--- src/rtl/mpba_ram.sv ---
// generic single write port ram with registered read
`default_nettype none

module mpba_ram #(
    parameter int WIDTH = 8,
    parameter int DEPTH = 16
) (
    input  wire logic                     i_clk,
    input  wire logic                     i_wr_en,
    input  wire logic [$clog2(DEPTH)-1:0] i_wr_addr,
    input  wire logic [WIDTH-1:0]         i_wr_data,
    input  wire logic                     i_rd_en,
    input  wire logic [$clog2(DEPTH)-1:0] i_rd_addr,
    output logic      [WIDTH-1:0]         o_rd_data
);

    logic [WIDTH-1:0] r_mem [DEPTH];

    always_ff @(posedge i_clk) begin
        if (i_wr_en) begin
            r_mem[i_wr_addr] <= i_wr_data;
        end
        if (i_rd_en) begin
            o_rd_data <= r_mem[i_rd_addr];
        end
    end

endmodule

`default_nettype wire

--- config.mk ---
export PLATFORM = sky130hd
export DESIGN_NAME = mpba_ram
export DESIGN_NICKNAME = d
export VERILOG_FILES = /design/src/rtl/mpba_ram.sv
export SDC_FILE = /design/constraint.sdc
export NUM_CORES = 1
export LEC_CHECK = 0
export ABC_CLOCK_PERIOD_IN_PS = 5300
export BUFFER_PORTS_ARGS = -buffer_cell sky130_fd_sc_hd__clkbuf_2
export CORE_ASPECT_RATIO = 2
export CORE_UTILIZATION = 54
export CTS_CLUSTER_DIAMETER = 60
export CTS_CLUSTER_SIZE = 10
export DETAILED_ROUTE_END_ITERATION = 12
export GPL_TIMING_DRIVEN = 0
export HOLD_SLACK_MARGIN = 0.05
export PLACE_DENSITY_LB_ADDON = 0.12
export SYNTH_ARGS = -nofsm -noshare
export SYNTH_HDL_FRONTEND = slang
export SYNTH_SLANG_ARGS = --single-unit
--- constraint.sdc ---
create_clock -name i_clk -period 5.3 [get_ports i_clk]
set_clock_uncertainty 0.05 [all_clocks]
set_input_delay 0.795 -clock i_clk [delete_from_list [all_inputs] [get_ports i_clk]]
set_output_delay 0.795 -clock i_clk [all_outputs]
set_load 0.05 [all_outputs]
# --- Yosys cells after proc, flatten, opt, wreduce, memory -nomap -nowiden ---
# Memories as Yosys holds them, arrays and structs flattened. A register that Yosys moved wholly into a read port is not among the register bits.
# Cells that the tools add are included.
word_totals:
  ramBits: 128
  memories: 1
  regBits: 0
mem_list:
  columns: ["memory", "depth", "width", "rd", "rd_clocked_by_memory_dff", "write_ports", "line_no", "text"]
  rows:
  - ["r_mem", 16, 8, 1, 1, 1, "17", "logic [WIDTH-1:0] r_mem [DEPTH];"]
op_classes:
  muxes: 2
ops:
  columns: ["op", "count"]
  rows:
  - ["1-bit two-way mux", 2]

# --- Longest topological paths before layout ---
depth:
  word_depth: 2
  depth_mapped: 5

# --- Worst setup path before layout ---
# OpenSTA, ideal clock, no wires.
synth_path:
  path_type: "in2reg"
  from: "input i_wr_addr[2]"
  to: "memory r_mem[0][0], enable pin"
  required_ps: 4867
  stages: 2
  setup_time_ps: 383
  arrival_time_ps: 1905
  slack_ps: 2962
  cell_sequence: "or3b_2 nor3_1"
synth_lines:
  columns: ["element", "line_no", "text"]
  rows:
  - ["start, declared", "10", "input wire logic [$clog2(DEPTH)-1:0] i_wr_addr,"]
  - ["end, declared", "17", null]
# Straight into the memory's write port.

# --- Final worst setup path ---
layout_path:
  from: "input i_wr_addr[2]"
  to: "memory r_mem[0][0], enable pin"
# Straight into the memory's write port.

==> results.sh <==
export IMPL_cts_resized=0
export IMPL_worstPathRequired_ps=5270
export IMPL_postCtsHoldBufs=0
export IMPL_antenna_found_initial=0
export IMPL_setup_viol=0
export IMPL_grt_busiest_layer="met2"
export IMPL_layout_nets=293
export IMPL_p_leak_nw=2.06
export IMPL_clkLatencyLatePin_ps=410
export IMPL_cts_root_buffer="clkbuf_16"
export IMPL_htreeDepth=4
export IMPL_place_congestion=0.776
export IMPL_fp_dieH_um=141
export IMPL_arrival_ps=2390
export IMPL_syn_cell_area_um2=5230
export IMPL_areaGrowthSynthToFinish_pct=16.7
export IMPL_cts_sinks=136
export IMPL_finalHoldViolCount=0
export IMPL_syn_inst=229
export IMPL_power_share_clock_pct=46.9
export IMPL_switching_power_w=0.000500
export IMPL_drc=0
export IMPL_cp_slowest_stage_delay_ps=980
export IMPL_slowest_stage="nor3_1"
export IMPL_synth_most_common_cell="edfxtp_1"
export IMPL_synth_area_leader_cell="edfxtp_1"
export IMPL_hp_class="in -> reg"
export IMPL_tightestPinTransition_ps=1270
export IMPL_met2_usage_pct=37.6
export IMPL_path_buf_inv=1
export IMPL_drtAntennaViolNets=0
export IMPL_cts_setup_buffers=0
export IMPL_tns_ps=0
export IMPL_cp_depth=3
export IMPL_yosysWarnings=0
export IMPL_cp_top_family="simple AND/OR/NAND/NOR gates"
export IMPL_design_die_area_um2=10100
export IMPL_grt_overflow=0
export IMPL_pin_count=27
export IMPL_dr_pass1_iters=4
export IMPL_met3_usage_pct=5.86
export IMPL_sequentialPowerShare_pct=48.0
export IMPL_synth_cell_type_count=18
export IMPL_fin_area_um2=6100
export IMPL_fmax_mhz=412
export IMPL_first_global_vias=2464
export IMPL_whs_ps=699
export IMPL_yosysTopAreaCellShare_pct=78.1
export IMPL_yosysSeqAreaShare_pct=78.1
export IMPL_path_clk_slew_ps=60
export IMPL_p_int_w=0.00204
export IMPL_routedWlPerCell_um=24.9
export IMPL_rsz0062_at_grt="no"
export IMPL_grt_use_total_pct=21.8
export IMPL_final_min_clock_period_ps=2430
export IMPL_layout_drive_gt1_share_pct=28.9
export IMPL_cap_viol_max_count=0
export IMPL_ys_top_cells_by_count="edfxtp_1, mux4_2, a22oi_1"
export IMPL_ys_top_cells_by_area="edfxtp_1, mux4_2, mux4_1"
export IMPL_syn_nets=248
export IMPL_fp_row_count=50
export IMPL_vdd_ir_drop_max_mv=0.412
export IMPL_critPathCaptureType="flip-flop"
export IMPL_power_density_nw_per_um2=416
export IMPL_crit_chain="clkbuf_2 -> or3b_2 -> nor3_1"
export IMPL_slew_headroom_pct=14.7
export IMPL_final_max_slew_viol_count=0
export IMPL_hold_depth=1
export IMPL_grt_use_met1_pct=25.6
export IMPL_dp_hpwl_um=6490
export IMPL_ys_async_sr_fraction_pct=0
export IMPL_syn_area_per_cell_um2=22.8
export IMPL_cts_inserted_buffers=17
export IMPL_p_comb_share_pct=5.1
export IMPL_status="completed"
export IMPL_wl_um=9730
export IMPL_critPathLaunchType="input pin"
export IMPL_grt_pass1_wl_um=14700
export IMPL_sw_frac_of_total_pct=19.7
export IMPL_cts_buffer_depth=2
export IMPL_cts_tree="done"
export IMPL_synth_ff_type="edfxtp_1"
export IMPL_die_w_um=71.6
export IMPL_ff2ff_path_depth=3
export IMPL_postPlaceCellArea_um2=5480
export IMPL_finalPower_w=0.00254
export IMPL_finalWorstSetupSlack_ps=2870
export IMPL_ys_ff_latch=136
export IMPL_vias=2399
export IMPL_grt_max_degree=17
export IMPL_synth_edf_count=136
export IMPL_cp_max_fo=8
export IMPL_timing_final_crit_share_pct=45.8
export IMPL_dp_slack_ps=2370
export IMPL_critPathKind="in -> reg"
export IMPL_first_iter_violations=217
export IMPL_core_um2=9380
export IMPL_antennaDiodeCount=0
export IMPL_start_util_pct=55.7
export IMPL_avgViaCountPerCell=6.14
export IMPL_io_buffer_count=25
[layout by cell type (no fill, tap or decap), drive strengths merged, types with 3 or more instances in the layout]
| cell | count |
|---|---|
| edfxtp | 136 |
| clkdlybuf4s25 | 3 |
| bufinv | 4 |
| nor3 | 4 |
| clkbuf | 42 |
| nand2 | 9 |
| clkinv | 8 |
| mux4 | 32 |
| nor2 | 13 |
| buf | 8 |
| a22oi | 16 |
[registers in the layout, summed over array words and instances (netlist names)]
name and flops:
o_rd_data 8, r_mem 128
[cell type report]
class                           instances  area (µm²)
Sequential cell                       136        4080
Fill cell                             625        3290
Multi-Input combinational cell         83        1060
Clock buffer                           17         425
Clock inverter                         15         183
Timing Repair Buffer                   26         133
Tap cell                              104         130
Buffer                                 10        86.3
[power by group through the flow]
stage                     clock, W  combinational, W  sequential (W)
final                      0.00119          0.000130         0.00122
after detailed placement         0          0.000133         0.00124
after CTS                  0.00120          0.000132         0.00122
after floorplan                  0         0.0000612         0.00126
after global routing       0.00125          0.000139         0.00122
after global placement           0          0.000130         0.00124
[logic make-up (layout without fill, tap and decap cells)]
| group | after synthesis | after routing | share of synthesized area (%) |
|---|---|---|---|
| AOI/OAI and AO/OA | 16 | 16 | 2.30 |
| buffers and inverters | 10 | 68 | 1.65 |
| DFF | 136 | 136 | 78.1 |
| muxes | 32 | 32 | 14.8 |
| and+or+nand+nor | 35 | 35 | 3.14 |
[final timing paths]
kind	start	to	slack, ps
setup / recovery	i_wr_addr[2]	r_mem[0][0]$_DFFE_PP_	2870
hold / removal	i_rd_en	o_rd_data[2]$_DFFE_PP_	700
setup reg to reg	r_mem[1][3]$_DFFE_PP_	o_rd_data[3]$_DFFE_PP_	3670
hold reg to reg	r_mem[15][2]$_DFFE_PP_	o_rd_data[2]$_DFFE_PP_	700
[stage by stage]
step / utilization, % / std cells
2_1_floorplan: - / 229
3_3_place_gp: 58.4 / 358
3_5_place_dp: 58.4 / 358
4_1_cts: 64.9 / 390
5_1_grt: 65.0 / 391
6_report: 65.0 / 391
[metal layers]
| layer | part of all wire, % | vias to the layer above | wire, µm |
|---|---|---|---|
| li1 | - | 1072 | - |
| met1 | 38 | 1240 | 3700 |
| met2 | 56 | 75 | 5420 |
| met3 | 3.8 | 12 | 367 |
| met4 | 2.4 | 0 | 236 |
| met5 | 0 | - | 0 |
Power figures use the tool's default switching activity.
