===== config.mk =====
export PLATFORM = sky130hd
export DESIGN_NAME = mpba_fit_scan
export DESIGN_NICKNAME = d
export VERILOG_FILES = /design/src/rtl/mpba_pkg.sv /design/src/rtl/mpba_fit_scan.sv
export SDC_FILE = /design/constraint.sdc
export NUM_CORES = 1
export LEC_CHECK = 0
export BUFFER_PORTS_ARGS = -buffer_cell sky130_fd_sc_hd__buf_2
export CAP_MARGIN = 0
export CORE_MARGIN = 3
export CORE_UTILIZATION = 42
export DETAILED_ROUTE_END_ITERATION = 7
export PLACE_DENSITY = 0.76
export SYNTH_ARGS = -nofsm -noshare
export SYNTH_HDL_FRONTEND = slang
export SYNTH_SLANG_ARGS = --single-unit

===== constraint.sdc =====
create_clock -name i_clk -period 3.35 [get_ports i_clk]
set_clock_uncertainty 0.2 [all_clocks]
set_input_delay 0.67 -clock i_clk [delete_from_list [all_inputs] [get_ports i_clk]]
set_output_delay 0.67 -clock i_clk [all_outputs]
set_load 0.005 [all_outputs]

===== src/rtl/mpba_pkg.sv =====
// shared types and constants of the multi pool block allocator
`default_nettype none

package mpba_pkg;

    localparam int SIZE_REGS          = 4;
    localparam int LARGEST_BLOCK      = 256;
    localparam int CFG_IDX_W          = 3;
    localparam int RST_SLOTS_PER_POOL = 256;
    localparam int RST_POOLS_IN_USE   = 4;

    localparam logic [CFG_IDX_W-1:0] CFG_POOL_BYTES_0   = 3'd0;
    localparam logic [CFG_IDX_W-1:0] CFG_POOL_BYTES_1   = 3'd1;
    localparam logic [CFG_IDX_W-1:0] CFG_POOL_BYTES_2   = 3'd2;
    localparam logic [CFG_IDX_W-1:0] CFG_POOL_BYTES_3   = 3'd3;
    localparam logic [CFG_IDX_W-1:0] CFG_POOLS_IN_USE   = 3'd4;
    localparam logic [CFG_IDX_W-1:0] CFG_SLOTS_PER_POOL = 3'd5;

    localparam logic [8:0] RST_POOL_BYTES_0 = 9'd16;
    localparam logic [8:0] RST_POOL_BYTES_1 = 9'd32;
    localparam logic [8:0] RST_POOL_BYTES_2 = 9'd64;
    localparam logic [8:0] RST_POOL_BYTES_3 = 9'd128;

    localparam logic [1:0] REQ_CLEAR = 2'd0;
    localparam logic [1:0] REQ_ALLOC = 2'd1;
    localparam logic [1:0] REQ_FREE  = 2'd2;

    localparam logic [1:0] ST_OK         = 2'd0;
    localparam logic [1:0] ST_NO_FIT     = 2'd1;
    localparam logic [1:0] ST_EXHAUSTED  = 2'd2;
    localparam logic [1:0] ST_BAD_HANDLE = 2'd3;

    typedef logic [8:0] t_pool_bytes;
    typedef t_pool_bytes [SIZE_REGS-1:0] t_pool_sizes;

    typedef struct packed {
        logic done;
        logic found;
    } t_scan_sts;

endpackage

`default_nettype wire


===== src/rtl/mpba_fit_scan.sv =====
// best fit pool search, one size compare per cycle
`default_nettype none

module mpba_fit_scan (
    input  wire logic                 i_clk,
    input  wire logic                 i_rst_n,
    input  wire logic                 i_start,
    input  wire logic [15:0]          i_bytes,
    input  wire mpba_pkg::t_pool_sizes i_sizes,
    input  wire logic [2:0]           i_pool_cnt,
    output mpba_pkg::t_scan_sts       o_sts,
    output logic      [1:0]           o_best
);

    logic       r_busy;
    logic       r_done;
    logic       r_found;
    logic [1:0] r_idx;
    logic [1:0] r_best;
    logic [8:0] r_best_size;

    logic [8:0] w_size;
    logic       w_fit;
    logic       w_better;
    logic       w_last;
    logic       w_in_range;
    logic       w_take;

    assign w_size     = i_sizes[r_idx];
    assign w_fit      = ({7'b0, w_size} >= i_bytes);
    assign w_better   = !r_found || (w_size < r_best_size);
    assign w_last     = ({1'b0, r_idx} == (i_pool_cnt - 3'd1));
    assign w_in_range = (32'(i_bytes) <= mpba_pkg::LARGEST_BLOCK);
    assign w_take     = r_busy && !i_start && w_fit && w_better;

    always_ff @(posedge i_clk) begin
        if (!i_rst_n) begin
            r_busy  <= 1'b0;
            r_done  <= 1'b0;
            r_found <= 1'b0;
            r_idx   <= 2'd0;
        end else begin
            r_done <= 1'b0;
            if (i_start) begin
                r_idx   <= 2'd0;
                r_found <= 1'b0;
                if (w_in_range && (i_pool_cnt != 3'd0)) begin
                    r_busy <= 1'b1;
                end else begin
                    r_done <= 1'b1;
                end
            end else if (r_busy) begin
                if (w_take) begin
                    r_found <= 1'b1;
                end
                r_idx <= r_idx + 2'd1;
                if (w_last) begin
                    r_busy <= 1'b0;
                    r_done <= 1'b1;
                end
            end
        end
    end

    always_ff @(posedge i_clk) begin
        if (w_take) begin
            r_best      <= r_idx;
            r_best_size <= w_size;
        end
    end

    assign o_sts.done  = r_done;
    assign o_sts.found = r_found;
    assign o_best      = r_best;

endmodule

`default_nettype wire


== Word-level counts from Yosys, hierarchy flattened ==
Cells that the tools add are included.
Storage, ports and cells
  register bits after elaboration: 16
  word-level logic and storage cells: 35
Cells by class
  add/subtract/negate cells: 2
  magnitude comparators: 4
  equal/unequal tests: 2
  mux-type cells: 10
  bitwise gates (word level): 1
  reduce and logical (&&, ||, !) cells: 10
Operators by type and width (number)
  $bmux 9 s2: 1
  $ge 9x16->1: 1
  $le 16x9->1 const B: 1
  $lt 9x9->1: 1
  $mux 9: 1
  $mux 1: 8
  $logic_and 1x1->1: 4
  $eq 2x3->1: 1
  $lt 2x3->1 const B: 1
  $reduce_bool 3->1: 1
  $sub 3x1->3 const B: 1
  $add 2x1->2 const B: 1
  $logic_not 1->1: 2
  $ne 2x1->1 const B: 1
  $reduce_and 2->1: 1
  $reduce_or 2->1: 1
  $logic_or 1x1->1: 1
  $not 1->1: 1

== Longest topological paths before layout ==
Gate-level depths: netlist of the first run.
  word-level depth: 6
  mapped depth: 7
  gate-level depth less buffers: 7

== Worst setup path before layout of the first run ==
No wires, ideal clock.
  path kind: flip-flop to flip-flop
  start: register r_idx[0]
  end: register r_best[0], in the netlist o_best[0], enable pin
  arrival time: 2840 ps
  required time: 2758 ps
  slack: -82 ps
  cell stages (with the launch flop): 8
  clock period less this slack: 3432 ps
  cell sequence: dfxtp_1 buf_2 mux4_2 ha_1 nand4_1 nor3_1 nand3b_1 a2111oi_2
Between the ends
  cells in the longest elaborated chain, start to end: 5
  elaborated cells between the ends (all ways): 7
Ends and longest elaborated chain
  start: declaration: line mpba_fit_scan.sv:18  | logic [1:0] r_idx;
  start signal: assignment: line mpba_fit_scan.sv:56  | r_idx <= r_idx + 2'd1;
  $bmux 9 s2 *: line mpba_fit_scan.sv:29  | assign w_size = i_sizes[r_idx];
  $mux 9 (not written as such) *: line mpba_fit_scan.sv:29
  net w_size[5]: line mpba_fit_scan.sv:22  | logic [8:0] w_size;
  $ge 9x16->1 or $lt 9x9->1 (tied branches): line mpba_fit_scan.sv:30, mpba_fit_scan.sv:31
  $logic_and 1x1->1 or $logic_or 1x1->1 (tied branches): line mpba_fit_scan.sv:34, mpba_fit_scan.sv:31
  $logic_and 1x1->1 *: line mpba_fit_scan.sv:34  | assign w_take = r_busy && !i_start && w_fit && w_better;
  net w_take: line mpba_fit_scan.sv:27  | logic w_take;
  end signal: assignment: line mpba_fit_scan.sv:67  | r_best <= r_idx;
  end: declaration: line mpba_fit_scan.sv:19  | logic [1:0] r_best;
Mark *: on every way through the listed nets, which the timed path passes. The rest lies on a longest branch. The select of a mux whose other input is x is not followed.
A chain may end at the register's enable or synchronous reset.

== Worst setup path in the final report of the first run ==
  start: register r_idx[0]
  end: register r_best_size[0], enable pin
Between the ends
  cells in the longest elaborated chain, start to end: 5
  elaborated cells between the ends (all ways): 7
Ends and longest elaborated chain
  $bmux 9 s2 *: line mpba_fit_scan.sv:29
  $mux 9 (not written as such) *: line mpba_fit_scan.sv:29
  net w_size[6]: line mpba_fit_scan.sv:22
  $ge 9x16->1 or $lt 9x9->1 (tied branches): line mpba_fit_scan.sv:30, mpba_fit_scan.sv:31
  $logic_and 1x1->1 or $logic_or 1x1->1 (tied branches): line mpba_fit_scan.sv:34, mpba_fit_scan.sv:31
  $logic_and 1x1->1 *: line mpba_fit_scan.sv:34
  net w_take: line mpba_fit_scan.sv:27
  end signal: assignment: line mpba_fit_scan.sv:68  | r_best_size <= w_size;
  end: declaration: line mpba_fit_scan.sv:20  | logic [8:0] r_best_size;
Marks and branches as above.

==> summary.txt, run 1 <==
Placement
  – Cell total after placement: 212
  – Worst setup timing slack at the placement stage: 0.179 ns
  – Weighted congestion at the end of routability-driven global placement: 0.808
  – I/O Buffers: 61
  – Estimated wirelength of the detail-placed design: 2.89 mm

Pwr
  – Standby leakage power: 0.000814 uW
  – Max VDD drop: 144 uV
  – Power per standard cell area: 237 nW/um^2
  – Total Power: 403 uW

Timing
  – Final critical-path setup slack: 0.199 ns
  – Count of final hold-check violations: 0
  – Relative slew slack: 62.3%
  – FMAX: 0.317 GHz
  – Transition time at the pin with the least slew margin: 0.551 ns
  – RSZ-0062 raised after global routing: no
  – Fin crit period: 3.15 ns
  – Final setup violation count: 0
  – Crit share post-route: 94.1%
  – Total negative slack: 0 ns
  – Number of max-slew violations in the final report: 0

Min path
  – Worst hold path class: reg -> reg
  – Worst hold start: r_idx[0]$_SDFFE_PP0P_

Clocking
  – H-tree lvl count: 1
  – Master cell of the clock root buffer: clkbuf_4
  – Later-pin clock latency in the skew report: 0.27 ns
  – TritonCTS sink count: 16
  – Buffers from clock root to sink, at most: 2
  – Post-CTS repair timing setup buffer count: 0
  – Hold-fix buffers, CTS: 0
  – Total CTS buffers: 3
  – Post-cts resize count: 0
  – Clock-pin slew on the worst setup and hold paths: 0.09 ns
  – Clock tree from TritonCTS: done

Synth
  – Most frequent cells after synthesis: inv_1 (23), ha_1 (19), edfxtp_1 (11)
  – Yosys warning total: 0
  – Number of instances in the synthesized netlist: 119
  – Cell taking the most area after synthesis: edfxtp_1
  – Count of flip-flops with a built-in enable after synthesis: 11
  – Cell types occupying the most area after synthesis: edfxtp_1 (25%), ha_1 (18%), mux4_2 (16%), dfxtp_1 (7.7%), inv_1 (6.6%)
  – Leading cell type by number of instances after synthesis: inv_1
  – Average size of a mapped cell: 10.9 sq um
  – Number of synthesized register bits: 16
  – Async set or reset register ratio after synthesis: 0%
  – Most frequently used flop master after synthesis: edfxtp_1
  – Yosys top cell area share: 25.4%
  – Post-Synthesis Net Count: 196
  – Number of library cell types mapped by synthesis: 34
  – Post-Synthesis Cell Area: 1300 sq um
  – Sequential element share of the synthesized area: 33.1%

Die
  – Die H: 61.7 um
  – Starting density of the core: 45.6%
  – Placeable core region: 2850 sq um
  – Die ar.: 3800 sq um
  – Number of core rows: 19
  – Die Width: 61.7 um
  – I/O pin count: 62

Routing
  – Detailed-router iteration count before antenna repair: 4
  – DR vias: 1192
  – Iteration-0 DRC count of the detailed router: 39
  – Vias per cell: 5.52
  – Routed met2 length: 1.70 mm
  – DR WL met3: 217 um
  – Highest metal layer with signal wires: met4
  – WL met1: 1.24 mm
  – Number of routed nets with antenna violations: 0
  – Wire length per cell: 14.9 um
  – Remaining DRCs: 0
  – Total detailed-routing wirelength: 3.23 mm

Critical path
  – Setup Crit Path Kind: reg -> reg
  – Arrival time at the worst endpoint: 2.95 ns
  – Endpoint kind of the worst setup timing path: register
  – Critical Path Max Stage Delay: 0.58 ns
  – Required time at the worst-slack endpoint: 3.15 ns
  – Startpoint types: register
  – Critical path cell sequence: buf_4, mux4_2, ha_1, nand4_1, nor3_1, nand3b_1, a2111oi_4, buf_4
  – Highest net fanout along the worst path: 9
  – Launching instance or port of the critical path: r_idx[0]$_SDFFE_PP0P_
  – Critical path's most frequent cell: buf_4
  – Launch instance of the worst register-to-register path: r_idx[0]$_SDFFE_PP0P_
  – Critical-path cell with the highest stage delay: mux4_2

Final layout
  – Filler instances: 247
  – Final std cells w/o fill: 216
  – Nets: 263
  – Proportion of layout cells with a drive suffix above 1: 44.3%
  – Area added between synthesis and finish: 30.4%
  – Antenna Cells: 0

GRT
  – Vias in the first global route: 1211
  – Wire length of the first global-routing pass: 5.26 mm
  – Congestion Overflow GR: 0
  – Pin count of the biggest net entering global routing: 13
  – Number of antenna violations at the first check in global routing: 0
  – Global routing usage summed across all routing layers: 19.0%

Run status
  – Result of the run: completed

Run
  – Max_cap viols: 0
-- worst paths after layout --
kind | to | slack, ns | cells past startpoint
setup / recovery | r_best_size[0]$_DFFE_PP_ | 0.20 | 8
hold / removal | o_best[0]$_DFFE_PP_ | 0.30 | 0
setup reg to reg | r_best_size[0]$_DFFE_PP_ | 0.20 | 8
hold reg to reg | o_best[0]$_DFFE_PP_ | 0.30 | 0
-- cell usage in the layout, fill, tap and decap left out, types with 3 or more instances in the layout --
cell / synthesis / layout
buf_2: 2 / 61
inv_1: 23 / 23
ha_1: 19 / 19
edfxtp_1: 11 / 11
mux4_2: 9 / 9
nor2_1: 6 / 6
buf_4: 2 / 5
dfxtp_1: 5 / 5
a21oi_1: 4 / 4
o21ai_0: 3 / 3
nand4_1: 3 / 3
nor3_1: 3 / 3
xor2_1: 3 / 3
clkbuf_4: 0 / 3
-- worst max-delay path: cells and delay by family, from the launching register on --
family | cells | cell delay [ns]
flops | 1 | 0.38
simple gates | 3 | 0.52
compound gates | 1 | 0.42
fa+ha+maj | 1 | 0.33
mux | 1 | 0.58
buf+inv | 2 | 0.44
-- kinds of logic after synthesis --
logic type / share of synthesized area, %
multiplexers: 15.6
buffers and inverters: 8.56
AO/OA/AOI/OAI: 10.2
AND/OR/NAND/NOR: 11.6
adder cells (fa/ha/maj): 18.3
XOR/XNOR: 2.69
flip-flops: 33.1
-- metal layers --
metal	track usage, %	vias up
li1	-	573
met1	23.0	558
met2	33.5	53
met3	3.77	8
met4	6.06	0
met5	0	-
-- sequential cells by signal, summed over array words and instances, names as in the netlist --
register / count
o_best: 2
r_idx: 2
r_done: 1
r_found: 1
r_best_size: 9
r_busy: 1
-- power by group --
group	leakage (uW)	switching, uW	internal, uW
registers	0.000140	0.211	211
clock network	0.0000150	56.2	46.1
logic	0.000659	39.4	50.0
-- stage by stage --
step / util, % / hold slack (ns) / cell area (sq um)
after floorplan: - / 0.233 / 1310
after global placement: 58.6 / 0.276 / 1670
after detailed placement: 58.6 / 0.279 / 1670
after CTS: 59.5 / 0.303 / 1700
after global routing: 59.5 / 0.324 / 1700
final: 59.5 / 0.303 / 1700
-- final cells by class --
class	instances	area (sq um)	area share (%)
multi-input cells	76	772	45.5
inverters	23	86.3	5.09
well taps	31	38.8	2.29
repair buffers	66	343	20.2
clock buffers	4	26.3	1.55
flip-flops and latches	16	430	25.4
Note: power is estimated with default switching activity, not from simulation.
==> run 2: changes to the inputs <==
--- a/config.mk
+++ b/config.mk
@@ -5,12 +5,13 @@
 export SDC_FILE = /design/constraint.sdc
 export NUM_CORES = 1
 export LEC_CHECK = 0
+export ABC_AREA = 1
 export BUFFER_PORTS_ARGS = -buffer_cell sky130_fd_sc_hd__buf_2
 export CAP_MARGIN = 0
 export CORE_MARGIN = 3
-export CORE_UTILIZATION = 42
+export CORE_UTILIZATION = 43
 export DETAILED_ROUTE_END_ITERATION = 7
-export PLACE_DENSITY = 0.76
+export PLACE_DENSITY = 0.77
 export SYNTH_ARGS = -nofsm -noshare
 export SYNTH_HDL_FRONTEND = slang
 export SYNTH_SLANG_ARGS = --single-unit
==> run 2 against run 1 <==
Compared with the run above:
- setup slack gained 0.39 ns
- sequential power is essentially flat
- non-clock buffer count shrank 2
- combinational power grew 7.4%
- total power grew 8.0%
- final area grew 5.1%
- hold slack gained 0.015 ns
- register-to-register slack gained 0.39 ns
- critical path depth grew 4
- wire length grew 6.9%
- sequential share of layout area shrank 1.2 points
- final cell count grew 39%
==> summary.txt, run 2 <==
Synth
  – Number of synthesized register bits: 16 (unchanged)
  – Average size of a mapped cell: 7.23 sq um (-34%)
  – Yosys top cell area share: 23.4% (-2.0 points)
  – Number of library cell types mapped by synthesis: 25 (-26%)
  – Cell types occupying the most area after synthesis: edfxtp_1 (23%), ha_1 (17%), nand2_1 (8.8%), inv_1 (8.5%), nor2_1 (8.5%)
  – Most frequently used flop master after synthesis: edfxtp_1
  – Cell taking the most area after synthesis: edfxtp_1
  – Sequential element share of the synthesized area: 30.5% (-2.6 points)
  – Most frequent cells after synthesis: nand2_1 (33), inv_1 (32), nor2_1 (32)
  – Leading cell type by number of instances after synthesis: nand2_1
  – Async set or reset register ratio after synthesis: 0% (unchanged)
  – Yosys warning total: 0 (unchanged)
  – Number of instances in the synthesized netlist: 195 (+64%)
  – Count of flip-flops with a built-in enable after synthesis: 11 (unchanged)
  – Post-Synthesis Net Count: 272 (+39%)
  – Post-Synthesis Cell Area: 1410 sq um (+8.4%)

Final layout
  – Flip-flop count of the largest register after layout: 9 (unchanged)
  – Most common cell after layout, fill and taps aside: buf_2
  – Layout Utilization: 57.5% (-2.0 points)
  – Most frequent cells in the layout: buf_2 (61), nand2_1 (33), inv_1 (32), nor2_1 (32), ha_1 (19)
  – Register with the most flip-flops: r_best_size
  – Area added between synthesis and finish: 26.4%
  – Final instance area: 1780 sq um (+5.1%)
  – Nets: 335 (+27%)
  – Antenna Cells: 0 (unchanged)
  – Proportion of layout cells with a drive suffix above 1: 29.2% (-15 points)

Die
  – Die ar.: 4000 sq um (+5.3%)
  – Placeable core region: 3100 sq um (+8.8%)
  – Die H: 63.3 um (+2.6%)
  – Starting density of the core: 45.4% (-0.17 points)
  – Die Width: 63.3 um (+2.6%)
  – I/O pin count: 62 (unchanged)
  – Number of core rows: 20 (+1)

Timing
  – Transition time at the pin with the least slew margin: 0.426 ns (-0.125 ns)
  – Final setup violation count: 0 (unchanged)
  – Crit share post-route: 82.3% (-12 points)
  – Relative slew slack: 71.6% (+9.2 points)
  – FMAX: 0.363 GHz (+14%)
  – Count of final hold-check violations: 0 (unchanged)
  – Total negative slack: 0 ns (unchanged)
  – Number of max-slew violations in the final report: 0 (unchanged)
  – Final critical-path setup slack: 0.592 ns (+0.393 ns)
  – Hold_ws: 0.317 ns (+0.0149 ns)
  – Fin crit period: 2.76 ns (-0.393 ns)
  – RSZ-0062 raised after global routing: no

Critical path
  – Critical R2R Capture: r_best_size[2]$_DFFE_PP_
  – Register-to-register path setup slack: 0.59 ns (+0.39 ns)
  – Critical-path cell with the highest stage delay: dfxtp_1
  – Startpoint types: register
  – Number of stages on the worst setup path: 12 (+4)
  – Arrival time at the worst endpoint: 2.56 ns (-0.39 ns)
  – Critical path's most frequent cell: nor2_1
  – Highest net fanout along the worst path: 13 (+4)
  – Setup Crit Path Kind: reg -> reg
  – Endpoint kind of the worst setup timing path: register
  – Critical path cell sequence: inv_1, o21ai_0, o22ai_1, ha_1, nand2_1, nor2_1, and2_1, nor2_1, nand3_1, nand2_1, nor2_1, buf_4
  – Launch instance of the worst register-to-register path: r_idx[1]$_SDFFE_PP0P_
  – Family of cells with the greatest summed delay on the critical path: flip-flops
  – Last element of the critical path: r_best_size[2]$_DFFE_PP_
  – Launching instance or port of the critical path: r_idx[1]$_SDFFE_PP0P_
  – Combined buffer and inverter count along the critical path: 2 (unchanged)
  – Required time at the worst-slack endpoint: 3.15 ns (about the same)
  – Critical Path Max Stage Delay: 0.59 ns (about the same)
  – Worst r2r path cells: 12 (+4)

Run status
  – Result of the run: completed

Routing
  – Total detailed-routing wirelength: 3.45 mm (+6.9%)
  – Remaining DRCs: 0 (unchanged)
  – Number of routed nets with antenna violations: 0 (unchanged)
  – Iteration-0 DRC count of the detailed router: 68 (+74%)
  – DR vias: 1443 (+21%)
  – Vias per cell: 4.79 (-13%)
  – Detailed-router iteration count before antenna repair: 4 (unchanged)
  – Wire length per cell: 11.5 um (-23%)

Pwr
  – Power per standard cell area: 244 nW/um^2 (+2.8%)
  – Standby leakage power: 0.000953 uW (+17%)
  – Max VDD drop: 90.6 uV (-37%)

Placement
  – I/O Buffers: 61 (unchanged)
  – Area of placed instances: 1750 sq um (+4.6%)
  – Worst setup timing slack at the placement stage: 0.605 ns (+0.426 ns)
  – Weighted congestion at the end of routability-driven global placement: 0.912 (+13%)
  – Estimated wirelength of the detail-placed design: 2.90 mm (+0.36%)

Clocking
  – Hold-fix buffers, CTS: 0 (unchanged)
  – Post-CTS repair timing setup buffer count: 0 (unchanged)
  – Master cell of the clock root buffer: clkbuf_4
  – Post-cts resize count: 0 (unchanged)
  – Buffers from clock root to sink, at most: 2 (unchanged)
  – Clock-pin slew on the worst setup and hold paths: 0.10 ns (about the same)
  – Clock tree from TritonCTS: done
  – TritonCTS sink count: 16 (unchanged)
  – H-tree lvl count: 1 (unchanged)
  – Later-pin clock latency in the skew report: 0.29 ns (+0.02 ns)
  – Total CTS buffers: 3 (unchanged)

GRT
  – Vias in the first global route: 1344 (+11%)
  – Global routing usage summed across all routing layers: 17.5% (-1.4 points)
  – Congestion Overflow GR: 0 (unchanged)
  – Pin count of the biggest net entering global routing: 20 (+7)
  – Wire length of the first global-routing pass: 5.68 mm (+8.0%)
  – Number of antenna violations at the first check in global routing: 0 (unchanged)

Min path
  – Hold Path Depth: 2 (+2)
  – Worst hold path class: reg -> reg

Run
  – Max_cap viols: 0 (unchanged)
run 2: per-stage QoR:
stage	std cells	total power, uW
after floorplan	195	266
after global placement	297	309
after detailed placement	297	311
after CTS	301	436
after global routing	301	460
final	301	435
run 2: worst min-delay path by stage:
stage / to / start / slack (ns)
3_3_place_gp: r_found$_SDFFE_PP0P_ / r_found$_SDFFE_PP0P_ / 0.31
4_1_cts: r_found$_SDFFE_PP0P_ / r_found$_SDFFE_PP0P_ / 0.32
2_1_floorplan: r_found$_SDFFE_PP0P_ / r_found$_SDFFE_PP0P_ / 0.25
6_report: r_found$_SDFFE_PP0P_ / r_found$_SDFFE_PP0P_ / 0.32
5_1_grt: r_found$_SDFFE_PP0P_ / r_found$_SDFFE_PP0P_ / 0.35
3_5_place_dp: r_found$_SDFFE_PP0P_ / r_found$_SDFFE_PP0P_ / 0.31
run 2: cells by family after synthesis:
group           count (synthesis)  synth area share [%]
fa+ha+maj                      19                  16.9
flops                          16                  30.5
buf+inv                        39                  12.1
compound gates                 38                  15.3
xor+xnor                        1                 0.621
simple gates                   82                  24.7
run 2: final cells by class:
type	count	area, sq um
timing repair buffer	64	328
inverter	33	124
tap	44	55.1
fill	327	1320
clock buffer	4	36.3
multi-input combinational	140	810
sequential	16	430
run 2: worst reg2reg max path: stages, from the launching register on:
cell and delay (ns):
dfxtp_1 0.59, inv_1 0.27, o21ai_0 0.14, o22ai_1 0.14, ha_1 0.33, nand2_1 0.08
nor2_1 0.12, and2_1 0.13, nor2_1 0.04, nand3_1 0.05, nand2_1 0.07, nor2_1 0.11
buf_4 0.21
run 2: power breakdown:
part	internal [uW]	leakage, uW	switching (uW)
clock network	66.2	0.0000210	61.7
logic	48.4	0.000790	47.6
registers	211	0.000142	0.136
total	325	0.000953	109
run 2: layer usage:
layer | global-route usage [%] | up-vias | routed length [um]
met3 | 1.96 | 2 | 223
li1 | - | 762 | -
met1 | 23.9 | 628 | 1580
met5 | 0 | - | 0
met4 | 5.12 | 0 | 13
met2 | 29.1 | 51 | 1630
==> run 3: changes to the inputs <==
--- a/config.mk
+++ b/config.mk
@@ -9,9 +9,9 @@
 export BUFFER_PORTS_ARGS = -buffer_cell sky130_fd_sc_hd__buf_2
 export CAP_MARGIN = 0
 export CORE_MARGIN = 3
-export CORE_UTILIZATION = 43
+export CORE_UTILIZATION = 47
 export DETAILED_ROUTE_END_ITERATION = 7
-export PLACE_DENSITY = 0.77
+export PLACE_DENSITY = 0.79
 export SYNTH_ARGS = -nofsm -noshare
 export SYNTH_HDL_FRONTEND = slang
 export SYNTH_SLANG_ARGS = --single-unit
==> constraint.sdc (replaced) <==
create_clock -name i_clk -period 2.7 [get_ports i_clk]
set_clock_uncertainty 0.2 [all_clocks]
set_input_delay 0.54 -clock i_clk [delete_from_list [all_inputs] [get_ports i_clk]]
set_output_delay 0.54 -clock i_clk [all_outputs]
set_load 0.005 [all_outputs]
==> run 3 against run 2 <==
Compared with the run above:
- register-to-register slack worse by 0.44 ns
- flip-flop and latch count did not move
- hold slack lost 0.027 ns
- first-iteration DRC count is 59% lower
- clock-buffer cell count is the same
- setup slack got worse by 0.44 ns
- the run now ends with design-rule violations left
- largest cell class unchanged
- sequential share of layout area decreased by 0.35 points
==> summary.txt, run 3 (synthesized netlist as in run 2, its figures left out) <==
Die
  – Die ar.: 3690 sq um (-7.7%)
  – Die Width: 60.8 um (-3.9%)
  – Die H: 60.8 um (-3.9%)
  – Starting density of the core: 50.3% (+4.8 points)
  – I/O pin count: 62 (unchanged)
  – Placeable core region: 2810 sq um (-9.6%)
  – Number of core rows: 19 (-5.0%)

Final layout
  – Most common cell after layout, fill and taps aside: buf_2
  – Flip-flop count of the largest register after layout: 9 (unchanged)
  – Proportion of layout cells with a drive suffix above 1: 31.3% (+2.1 points)
  – Area added between synthesis and finish: 28.3%
  – Final instance area: 1810 sq um (+1.5%)
  – Antenna Cells: 0 (unchanged)
  – Most frequent cells in the layout: buf_2 (61), nand2_1 (33), inv_1 (32), nor2_1 (32), ha_1 (19)
  – Nets: 337 (+0.60%)
  – Register with the most flip-flops: r_best_size

Clocking
  – Clock tree from TritonCTS: done
  – H-tree lvl count: 1 (unchanged)
  – Later-pin clock latency in the skew report: 0.28 ns (about the same)
  – Buffers from clock root to sink, at most: 2 (unchanged)
  – Clock-pin slew on the worst setup and hold paths: 0.10 ns (about the same)
  – Total CTS buffers: 3 (unchanged)
  – Master cell of the clock root buffer: clkbuf_4
  – TritonCTS sink count: 16 (unchanged)

Placement
  – Weighted congestion at the end of routability-driven global placement: 0.810 (-11%)
  – Estimated wirelength of the detail-placed design: 2.91 mm (+0.14%)
  – Area of placed instances: 1750 sq um (about the same)
  – Worst setup timing slack at the placement stage: 0.0540 ns (-0.551 ns)
  – I/O Buffers: 61 (unchanged)

Pwr
  – Max VDD drop: 187 uV (+110%)
  – Power per standard cell area: 298 nW/um^2 (+22%)
  – Standby leakage power: 0.000972 uW (+2.0%)

GRT
  – Global routing usage summed across all routing layers: 19.6% (+2.0 points)
  – Congestion Overflow GR: 0 (unchanged)
  – Vias in the first global route: 1310 (-2.5%)
  – Wire length of the first global-routing pass: 5.49 mm (-3.3%)
  – Number of antenna violations at the first check in global routing: 0 (unchanged)
  – Pin count of the biggest net entering global routing: 20 (unchanged)

Timing
  – Final setup violation count: 0 (unchanged)
  – Fin crit period: 2.55 ns (-0.212 ns)
  – Final critical-path setup slack: 0.154 ns (-0.438 ns)
  – Number of max-slew violations in the final report: 0 (unchanged)
  – RSZ-0062 raised after global routing: no
  – Count of final hold-check violations: 0 (unchanged)
  – Relative slew slack: 75.3% (+3.7 points)
  – FMAX: 0.393 GHz (+8.3%)
  – Transition time at the pin with the least slew margin: 0.371 ns (-0.0548 ns)
  – Total negative slack: 0 ns (unchanged)
  – Crit share post-route: 94.3% (+12 points)

Run status
  – Result of the run: complete, but fails checks
  – Failing checks: design-rule violations

Critical path
  – Family of cells with the greatest summed delay on the critical path: compound AO/OA/AOI/OAI gates
  – Highest net fanout along the worst path: 11 (-2)
  – Setup Crit Path Kind: reg -> reg
  – Critical path's most frequent cell: nand2_1
  – Critical R2R Capture: r_best_size[4]$_DFFE_PP_
  – Required time at the worst-slack endpoint: 2.49 ns (-0.66 ns)
  – Endpoint kind of the worst setup timing path: register
  – Arrival time at the worst endpoint: 2.34 ns (-0.22 ns)
  – Startpoint types: register
  – Critical path cell sequence: inv_1, o21ai_0, o22ai_1, ha_1, nand2_1, nand2_1, nand2_1, a21oi_1, nor2_1, a21oi_1, nor2_1, buf_4
  – Worst r2r path cells: 12 (unchanged)
  – Critical Path Max Stage Delay: 0.33 ns (-0.26 ns)
  – Launch instance of the worst register-to-register path: r_idx[1]$_SDFFE_PP0P_
  – Combined buffer and inverter count along the critical path: 2 (unchanged)
  – Register-to-register path setup slack: 0.15 ns (-0.44 ns)
  – Critical-path cell with the highest stage delay: ha_1

Routing
  – Number of routed nets with antenna violations: 0 (unchanged)
  – Wire length per cell: 11.9 um (+4.0%)
  – Total detailed-routing wirelength: 3.45 mm (+0.17%)
  – DR vias: 1464 (+1.5%)
  – Iteration-0 DRC count of the detailed router: 28 (-59%)
  – Vias per cell: 5.05 (+5.3%)
  – Detailed-router iteration count before antenna repair: 7 (+3)
  – Remaining DRCs: 2 (+2)

Run
  – Max_cap viols: 0 (unchanged)

Min path
  – Hold Path Depth: 3 (+1)
  – Worst hold path class: in -> reg
  – Terminating pin of the worst hold path: r_busy$_SDFFE_PN0P_
  – Worst hold start: i_rst_n
## run 3: cell count changes in the layout (fill, tap and decap cells not counted), sizes merged
cell  delta
buf      +2
## run 3: layout make-up
cell class / instances / area (sq um)
fillers: 269 / 996
repair buffers: 66 / 343
multi-input cells: 140 / 835
clock buffers: 4 / 36.3
well taps: 31 / 38.8
inverters: 33 / 126
flip-flops and latches: 16 / 430
## run 3: routing by layer
metal | track usage, % | wire length [um] | up-vias
met1 | 26.9 | 1630 | 647
met4 | 3.72 | 26 | 0
met2 | 33.4 | 1630 | 44
met3 | 2.13 | 159 | 2
li1 | - | - | 771
met5 | 0 | 0 | -
## run 3: power breakdown
| part | internal, uW | switching, uW | leakage (uW) |
|---|---|---|---|
| logic | 62.1 | 58.7 | 0.000810 |
| clock network | 81.9 | 75.3 | 0.0000210 |
| registers | 262 | 0.159 | 0.000142 |
| total | 405 | 134 | 0.000972 |
## run 3: what timing repair did
item | CTS | global route
setup buffers | 0 | 0
resized for setup | 0 | 8
setup endpoints to repair | 0 | 11
hold buffers | 0 | 0
## run 3: how the worst max path moves through the flow
stage	start	to	slack (ns)	depth (start not counted)
global placement	i_sizes[24]	r_best_size[2]$_DFFE_PP_	0.15	10
floorplan	r_idx[0]$_SDFFE_PP0P_	o_best[0]$_DFFE_PP_	0.05	12
detailed placement	i_sizes[16]	r_best_size[2]$_DFFE_PP_	0.05	12
global route	r_idx[0]$_SDFFE_PP0P_	r_best_size[6]$_DFFE_PP_	0.001	12
finish	r_idx[1]$_SDFFE_PP0P_	r_best_size[4]$_DFFE_PP_	0.15	12
CTS	r_idx[0]$_SDFFE_PP0P_	r_best_size[2]$_DFFE_PP_	0.14	12
## run 3: worst reg2reg max path: stages (launching register included)
cell	delay [ns]
dfxtp_1	0.32
inv_1	0.24
o21ai_0	0.16
o22ai_1	0.31
ha_1	0.33
nand2_1	0.07
nand2_1	0.06
nand2_1	0.06
a21oi_1	0.06
nor2_1	0.09
a21oi_1	0.08
nor2_1	0.09
buf_4	0.20
## run 3: through the flow
step / power [uW] / utilization [%] / std cells / hold WS (ns)
3_3_place_gp: 384 / 62.2 / 286 / 0.286
4_1_cts: 537 / 63.5 / 290 / 0.289
6_report: 540 / 64.5 / 290 / 0.291
3_5_place_dp: 386 / 62.2 / 286 / 0.291
2_1_floorplan: 330 / - / 195 / 0.248
5_1_grt: 569 / 64.5 / 290 / 0.292
